==> config.mk <==
export PLATFORM = sky130hd
export DESIGN_NAME = onewire_rom_search_unit
export DESIGN_NICKNAME = d
export VERILOG_FILES = /design/src/design/ows_pkg.sv /design/src/design/onewire_rom_search_unit.sv
export SDC_FILE = /design/constraint.sdc
export NUM_CORES = 1
export LEC_CHECK = 0
export BUFFER_PORTS_ARGS = -buffer_cell sky130_fd_sc_hd__buf_4
export CORE_MARGIN = 5
export CORE_UTILIZATION = 47
export DETAILED_ROUTE_END_ITERATION = 6
export PLACE_DENSITY_LB_ADDON = 0.12
export SLEW_MARGIN = 20
export SYNTH_ARGS = -nofsm -noshare
export SYNTH_HDL_FRONTEND = slang
export SYNTH_SLANG_ARGS = --single-unit
==> constraint.sdc <==
create_clock -name clk -period 12.36 [get_ports clk]
set_input_delay 2.472 -clock clk [delete_from_list [all_inputs] [get_ports clk]]
set_output_delay 2.472 -clock clk [all_outputs]
set_load 0.1 [all_outputs]
==> src/design/ows_pkg.sv <==
// Shared types and constants for the single-wire ROM search unit.
// Holds the beat payload structs, action codes and status codes; no dependencies.
package ows_pkg;

	// Action codes carried by an input beat.
	localparam logic [1:0] ACT_RESET = 2'd0;
	localparam logic [1:0] ACT_START = 2'd1;
	localparam logic [1:0] ACT_PAIR  = 2'd2;

	// Status codes reported with each result beat.
	localparam logic [1:0] ST_CONT    = 2'd0;
	localparam logic [1:0] ST_FOUND   = 2'd1;
	localparam logic [1:0] ST_FAIL    = 2'd2;
	localparam logic [1:0] ST_IGNORED = 2'd3;

	// Positions below this limit lie within the family byte.
	localparam int FAMILY_LIMIT = 9;
	localparam int FAM_W        = 4;
	localparam int FAMILY_W     = 7;
	localparam int ROM_VALUE_W  = 64;
	localparam int COUNT_W      = 8;

	localparam logic [COUNT_W-1:0] COUNT_MAX = 8'd255;

	typedef struct packed {
		logic [1:0] action;
		logic       presence;
		logic       true_bit;
		logic       complement_bit;
	} item_t;

	typedef struct packed {
		logic                   send_valid;
		logic                   direction_bit;
		logic [1:0]             status;
		logic [ROM_VALUE_W-1:0] rom_value;
		logic [COUNT_W-1:0]     device_count;
		logic                   last_device;
		logic [FAMILY_W-1:0]    family_discrepancy;
	} result_t;

endpackage

==> src/design/onewire_rom_search_unit.sv <==
// A beat moves from the input register through the decision into the result register.
// Throughput: one beat per cycle when the result register is free; the decision is one
// short path from input to result register, and the search state updates in that cycle.
// Reset (arst_n low, asynchronous) clears the ROM register, marks, flags, counter
// and both pipeline valid bits; the bit position returns to one.
// Top level of the ROM search decision engine; depends on ows_pkg.
module onewire_rom_search_unit #(
	parameter int ROM_BITS = 64
) (
	input  logic             clk,
	input  logic             arst_n,
	input  logic             item_valid,
	output logic             item_ready,
	input  ows_pkg::item_t   item,
	output logic             res_valid,
	input  logic             res_ready,
	output ows_pkg::result_t res
);
	import ows_pkg::*;

	localparam int POS_W = $clog2(ROM_BITS + 2);
	localparam int IDX_W = $clog2(ROM_BITS);
	localparam logic [POS_W-1:0] POS_FIRST = POS_W'(1);
	localparam logic [POS_W-1:0] POS_LAST  = POS_W'(ROM_BITS);
	localparam logic [POS_W-1:0] POS_FAM   = POS_W'(FAMILY_LIMIT);

	// Pipeline registers.
	logic    valid_s1;
	item_t   item_s1;
	logic    res_valid_q;
	result_t res_q;

	// Search state.
	logic [ROM_BITS-1:0] rom_q,    rom_d;
	logic [POS_W-1:0]    pos_q,    pos_d;
	logic                active_q, active_d;
	logic [POS_W-1:0]    zmark_q,  zmark_d;
	logic [POS_W-1:0]    ldm_q,    ldm_d;
	logic [FAM_W-1:0]    fam_q,    fam_d;
	logic                final_q,  final_d;
	logic [COUNT_W-1:0]  count_q,  count_d;

	logic       advance;
	logic       fire;
	logic       send;
	logic       dir;
	logic [1:0] status;
	logic [IDX_W-1:0] idx;

	// The result register frees up when empty or when its beat is taken.
	assign advance    = !res_valid_q || res_ready;
	assign fire       = valid_s1 && advance;
	assign item_ready = !valid_s1 || advance;
	assign res_valid  = res_valid_q;
	assign res        = res_q;
	assign idx        = IDX_W'(pos_q - POS_FIRST);

	// Decision for the beat held in the input register.
	always_comb begin
		rom_d    = rom_q;
		pos_d    = pos_q;
		active_d = active_q;
		zmark_d  = zmark_q;
		ldm_d    = ldm_q;
		fam_d    = fam_q;
		final_d  = final_q;
		count_d  = count_q;
		send     = 1'b0;
		dir      = 1'b0;
		status   = ST_CONT;
		case (item_s1.action)
			ACT_RESET: begin
				ldm_d    = '0;
				fam_d    = '0;
				final_d  = 1'b0;
				active_d = 1'b0;
				count_d  = '0;
				pos_d    = POS_FIRST;
				zmark_d  = '0;
			end
			ACT_START: begin
				if (final_q || !item_s1.presence) begin
					ldm_d    = '0;
					fam_d    = '0;
					final_d  = 1'b0;
					active_d = 1'b0;
					status   = ST_FAIL;
				end else begin
					active_d = 1'b1;
					pos_d    = POS_FIRST;
					zmark_d  = '0;
				end
			end
			ACT_PAIR: begin
				if (!active_q) begin
					status = ST_IGNORED;
				end else if (item_s1.true_bit && item_s1.complement_bit) begin
					// No device answered this position.
					ldm_d    = '0;
					fam_d    = '0;
					final_d  = 1'b0;
					active_d = 1'b0;
					status   = ST_FAIL;
				end else begin
					if (item_s1.true_bit != item_s1.complement_bit) begin
						dir = item_s1.true_bit;
					end else begin
						// Discrepancy: follow the previous ROM below the last mark, 1 at it, 0 above it.
						if (pos_q < ldm_q) begin
							dir = rom_q[idx];
						end else begin
							dir = (pos_q == ldm_q);
						end
						if (!dir) begin
							zmark_d = pos_q;
							if (pos_q < POS_FAM) begin
								fam_d = FAM_W'(pos_q);
							end
						end
					end
					rom_d[idx] = dir;
					send       = 1'b1;
					pos_d      = pos_q + POS_W'(1);
					// Close the pass after the last ROM bit.
					if (pos_q == POS_LAST) begin
						active_d = 1'b0;
						pos_d    = POS_FIRST;
						ldm_d    = zmark_d;
						if (zmark_d == '0) begin
							final_d = 1'b1;
						end
						if (rom_d[7:0] == 8'd0) begin
							ldm_d    = '0;
							fam_d    = '0;
							final_d  = 1'b0;
							active_d = 1'b0;
							status   = ST_FAIL;
						end else begin
							if (count_q != COUNT_MAX) begin
								count_d = count_q + COUNT_W'(1);
							end
							status = ST_FOUND;
						end
					end
				end
			end
			default: begin
				status = ST_IGNORED;
			end
		endcase
	end

	// Control registers: valid bits and search state.
	always_ff @(posedge clk or negedge arst_n) begin
		if (!arst_n) begin
			valid_s1    <= 1'b0;
			res_valid_q <= 1'b0;
			rom_q       <= '0;
			pos_q       <= POS_FIRST;
			active_q    <= 1'b0;
			zmark_q     <= '0;
			ldm_q       <= '0;
			fam_q       <= '0;
			final_q     <= 1'b0;
			count_q     <= '0;
		end else begin
			if (item_ready) begin
				valid_s1 <= item_valid;
			end
			if (advance) begin
				res_valid_q <= valid_s1;
			end
			if (fire) begin
				rom_q    <= rom_d;
				pos_q    <= pos_d;
				active_q <= active_d;
				zmark_q  <= zmark_d;
				ldm_q    <= ldm_d;
				fam_q    <= fam_d;
				final_q  <= final_d;
				count_q  <= count_d;
			end
		end
	end

	// Payload registers.
	always_ff @(posedge clk) begin
		if (item_valid && item_ready) begin
			item_s1 <= item;
		end
		if (fire) begin
			res_q.send_valid         <= send;
			res_q.direction_bit      <= dir;
			res_q.status             <= status;
			res_q.rom_value          <= ROM_VALUE_W'(rom_d);
			res_q.device_count       <= count_d;
			res_q.last_device        <= final_d;
			res_q.family_discrepancy <= FAMILY_W'(fam_d);
		end
	end

`ifndef ASSERT_OFF
	a_pos_range: assert property (@(posedge clk) disable iff (!arst_n)
		active_q |-> (pos_q >= POS_FIRST && pos_q <= POS_LAST))
		else $error("bit position out of range during a pass");

	a_fam_range: assert property (@(posedge clk) disable iff (!arst_n)
		fam_q < FAM_W'(FAMILY_LIMIT))
		else $error("family mark beyond the family byte");

	a_found_family: assert property (@(posedge clk) disable iff (!arst_n)
		(res_valid_q && res_q.status == ST_FOUND) |-> (res_q.rom_value[7:0] != 8'd0))
		else $error("device reported with a zero family byte");

	a_nosend_dir: assert property (@(posedge clk) disable iff (!arst_n)
		(res_valid_q && !res_q.send_valid) |-> !res_q.direction_bit)
		else $error("direction bit set without a send");

	a_stall_hold: assert property (@(posedge clk) disable iff (!arst_n)
		(valid_s1 && !advance) |-> !item_ready)
		else $error("input taken while the held beat is stalled");
`endif

endmodule
-- After elaboration in Yosys (flattened, before gate mapping)
Cells that the tools add are included.
- latch bits: 0
- register bits after elaboration: 187
- memory bits (read-only): 0
- bits of input ports: 9
- output and inout port bits: 86
- RAM bits: 0
- word-level logic and storage cells: 131
- memories kept: 0
- shifts and indexed selects: 0
- div/mod/pow operators: 0
- bitwise logic cells: 2
- multiplexer cells: 71
- equality and inequality tests: 11
- add/subtract/negate cells: 3
- reduce and logical (&&, ||, !) cells: 19
- multipliers: 0
- order comparisons: 4
- operators with widths (operator ; count):
    $mux 64 ; 3
    $mux 7 ; 17
    $bwmux 64 ; 1
    $pmux 7 s3 ; 3
    $mux 8 ; 5
    $mux 4 ; 8
    $mux 1 ; 22
    $pmux 8 s2 ; 1
    $pmux 4 s3 ; 1
    $mux 2 ; 5
    $reduce_and 5->1 ; 2
    $add 8x1->8 const B ; 1
    $logic_not 8->1 ; 1
    $ne 2x2->1 const B ; 4
    $ne 8x8->1 const B ; 1
    $add 7x1->7 const B ; 1
    $eq 7x7->1 ; 1
    $eq 7x7->1 const B ; 1
    $logic_not 7->1 ; 1
    $lt 6x7->1 const B ; 1
    $lt 7x4->1 const B ; 1
    $lt 7x7->1 ; 1
    $bmux 1 s6 ; 1
    $demux 1 s6 ; 1
    16 further kinds ; 26

-- Depth between registers and ports, before layout
- depth after elaboration: 20
- depth in mapped cells: 18
- depth with buffers taken out: 11

-- Least setup slack after synthesis
OpenSTA, ideal clock, no wires.
- path type: input-to-reg
- from: input res_ready
- to: register count_q[6]
- slack: 6.094 ns
- library setup time: 0.134 ns
- required time: 12.226 ns
- path buffers: 2
- stages on the path: 7
- arrival: 6.131 ns
- path through: nand2b_1 -> nand2_1 -> inv_2 -> clkbuf_1 -> clkbuf_1 -> o21ai_0 -> o221ai_1
- longest elaborated chain between the ends: 2
- ends and longest elaborated chain (item ; RTL line ; RTL):
    from (decl) ; onewire_rom_search_unit.sv:16 ; input logic res_ready,
    $logic_or 1x1->1 ; onewire_rom_search_unit.sv:51 ; assign advance = !res_valid_q || res_ready;
    $logic_and 1x1->1 ; onewire_rom_search_unit.sv:52 ; assign fire = valid_s1 && advance;
    named net fire ; onewire_rom_search_unit.sv:44 ; logic fire;
    to (signal assigned) ; onewire_rom_search_unit.sv:181 ; count_q <= count_d;
    to (decl) ; onewire_rom_search_unit.sv:41 ; logic [COUNT_W-1:0] count_q, count_d;
The timed path passes the listed nets, and every way through them passes these cells.
A chain may end at the register's enable or synchronous reset.

-- Worst setup path in the final report
- from: input res_ready
- to: output item_ready
- longest elaborated chain between the ends: 2
- ends and longest elaborated chain (item ; RTL line ; RTL):
    $logic_or 1x1->1 ; onewire_rom_search_unit.sv:51 ;
    $logic_or 1x1->1 ; onewire_rom_search_unit.sv:53 ; assign item_ready = !valid_s1 || advance;
    to (decl) ; onewire_rom_search_unit.sv:13 ; output logic item_ready,
No other way between the ends.

==> results_dict.tcl <==
set metrics [dict create \
    finalMaxSlewViolations 0 \
    ys.flop_type "dfrtp_1" \
    netlist_area_um2 10100 \
    crit_buf_inv 2 \
    max_freq_mhz 182 \
    cts-resized-gates 0 \
    synth_cell_types 78 \
    antenna_found_initial 0 \
    grt_pass1_vias 6760 \
    combPwrFrac 0.358 \
    design_area_um2 11500 \
    syn_to_final_growth_pct 13.7 \
    clkTransAtPathRegs_ns 0.07 \
    worst_pin_slew_ns 0.984 \
    rsz0062_at_grt "false" \
    ir_drop_mv 0.0982 \
    setup_viol 0 \
    antenna_cells 0 \
    status "finished, final reports clean" \
    report.power.total_mw 1.95 \
    port_buffers 91 \
    swShare 0.401 \
    cp_slowest_cell "buf_4" \
    cts.sinks 187 \
    startpoint_type "primary input" \
    die_width_um 157 \
    grtUsageMet1 0.273 \
    grt_overflow_total 0 \
    numCtsBuffers 17 \
    clockPowerShare 0.271 \
    cts_setup_buffers 0 \
    placed_area_um2 11000 \
    slowest_delay_ns 0.25 \
    tritoncts "built" \
    ys_seq_elements 187 \
    grtUsageMet3 0.0282 \
    drcViolationCount 0 \
    yosysSeqAreaShare 0.504 \
    synth_area_leaders "edfxtp_1, dfrtp_1, mux2_4, mux2_2, nor2_1" \
    finalHoldViolations 0 \
    worst_setup_path_end_kind "output pin" \
    dieArea_um2 24600 \
    yosysWarnings 0 \
    synth-edff-count 86 \
    syn_inst 852 \
    slew-limit-headroom 0.344 \
    cts_root_buf "clkbuf_16" \
    fin_ws_ns 6.88 \
    postSynth.asyncResetShare 0.540 \
    clockBufferDepth 2 \
    yosys.area.top_type "edfxtp_1" \
    p_int_mw 1.17 \
    critPathMostFrequentCell "buf_4" \
    place_ws_ns 6.88 \
    final_nets 947 \
    top_usage_layer "met2" \
    yosysTopAreaCellShare 0.255 \
    insertion_delay_ns 0.44 \
    die_height_um 157 \
    first_iter_violations 532 \
    p_leak_nw 4.84 \
    drv_cap 0 \
    fin_cells 1211 \
    num_vias 6857 \
    min_period_ns 5.48 \
    htree_levels 4 \
    drive_above_1_share 0.313 \
    critPathRequiredTime_ns 9.89 \
    io_pins 95 \
    dp_cells 1179 \
    drt_first_pass_iters 5 \
    crit_chain "buf_4, nand3b_1, buf_4" \
    cp.arrival_ns 3.01 \
    path_class "primary input to output pin" \
    grtUsageMet2 0.306 \
    fin_crit_sh 0.444 \
    grt.total_usage 0.191 \
    syn_avg_cell_area_um2 11.9 \
    worst_hold_path_type "flip-flop to flip-flop" \
    cp_top_family "buffers and inverters" \
    switchingPower_uw 782 \
    finalWirelength_um 23100 \
    power.density_nw_per_um2 169 \
    routed_via_density 5.66 \
    path_max_fanout 3 \
    place.detailed.hpwl_um 15100 \
    ctsHoldBuffers 0 \
    tns_ns 0 \
    fin_skew_ns 0.0108 \
    core-area_um2 21200 \
    fp-row-count 53 \
    pwr-share-seq 0.371 \
    grt_max_degree 83 \
    grt_pass1_wl_um 37300 \
    initial_core_util 0.479 \
    gp_congestion 0.810 \
    wire_per_inst_um 19.1 \
    ant_nets 0 \
]
==> cells in the final DEF, fill, tap and decap left out, types with 19 or more instances in the layout <==
cell      netlist  routed
nand2_1        62      62
a21oi_1        20      19
o21ai_0        33      33
edfxtp_1       86      86
nor2_1         85      85
mux2_2         67      67
dfrtp_1       100     100
buf_4           5     103
nand2b_1       23      23
inv_1          20      20
mux2_4         64      64
nand3_1        30      30
==> synthesized netlist by cell type, types with 14 or more instances <==
library cell / count
nand3_1: 30
a22o_1: 17
nand2b_1: 23
clkbuf_1: 24
nand2_1: 62
a21oi_1: 20
inv_1: 20
edfxtp_1: 86
o21ai_0: 33
mux2_2: 67
ha_1: 15
nor2_1: 85
mux2i_1: 14
mux2_4: 64
dfrtp_1: 100
==> routing by layer <==
| layer | wire length [um] | part of all wire |
|---|---|---|
| met1 | 11000 | 0.47 |
| met2 | 10900 | 0.47 |
| met3 | 1040 | 0.045 |
| met4 | 268 | 0.012 |
| met5 | 0 | 0 |
==> final timing paths <==
check,cells after the start,to,slack [ns],startpoint
max,3,item_ready,6.88,res_ready
min,2,ldm_q[3],0.50,ldm_q[3]
max reg2reg,13,rom_q[34],7.44,pos_q[1]
min reg2reg,2,ldm_q[3],0.50,ldm_q[3]
max in group asynchronous,2,rom_q[3],9.06,arst_n
min in group asynchronous,1,pos_q[6],2.03,arst_n
==> stage by stage <==
stage           util  hold slack, ns
5_1_grt        0.545           0.529
6_report       0.545           0.497
3_5_place_dp   0.518           0.482
4_1_cts        0.544           0.501
2_1_floorplan      -           0.456
3_3_place_gp   0.518           0.470
==> state kept, by name, summed over array words and instances (netlist names) <==
name	cells
pos_q	7
ldm_q	7
active_q	1
res	81
res_valid	1
item_s1	5
rom_q	64
final_q	1
fam_q	4
valid_s1	1
zmark_q	7
count_q	8
==> worst min-delay path, stage by stage (launching register included) <==
cell	delay, ns
dfrtp_1	0.35
nand2_1	0.05
o21ai_1	0.06
==> power groups by stage <==
stage / Sequential, mW / Combinational [mW] / Clock (mW)
after detailed placement: 0.737 / 0.696 / 0
final: 0.725 / 0.698 / 0.529
after global routing: 0.729 / 0.751 / 0.566
after global placement: 0.737 / 0.695 / 0
after CTS: 0.724 / 0.699 / 0.536
after floorplan: 0.877 / 0.421 / 0
==> final cells by class <==
type,count,area [um2]
clock buffers,19,443
fillers,1877,9630
well taps,275,344
inverters,21,83.8
clock inverters,13,116
multi-input cells,593,4650
flip-flops and latches,187,5110
repair buffers,103,773
==> cells by family after synthesis <==
family / after synthesis / synth area share
xor+xnor: 4 / 0.00494
mux: 152 / 0.196
compound gates: 148 / 0.107
fa+ha+maj: 15 / 0.0185
flops: 187 / 0.504
simple gates: 271 / 0.130
other cells: 1 / 0.000370
buf+inv: 74 / 0.0380
No activity file was read; power rests on OpenSTA's default activity.
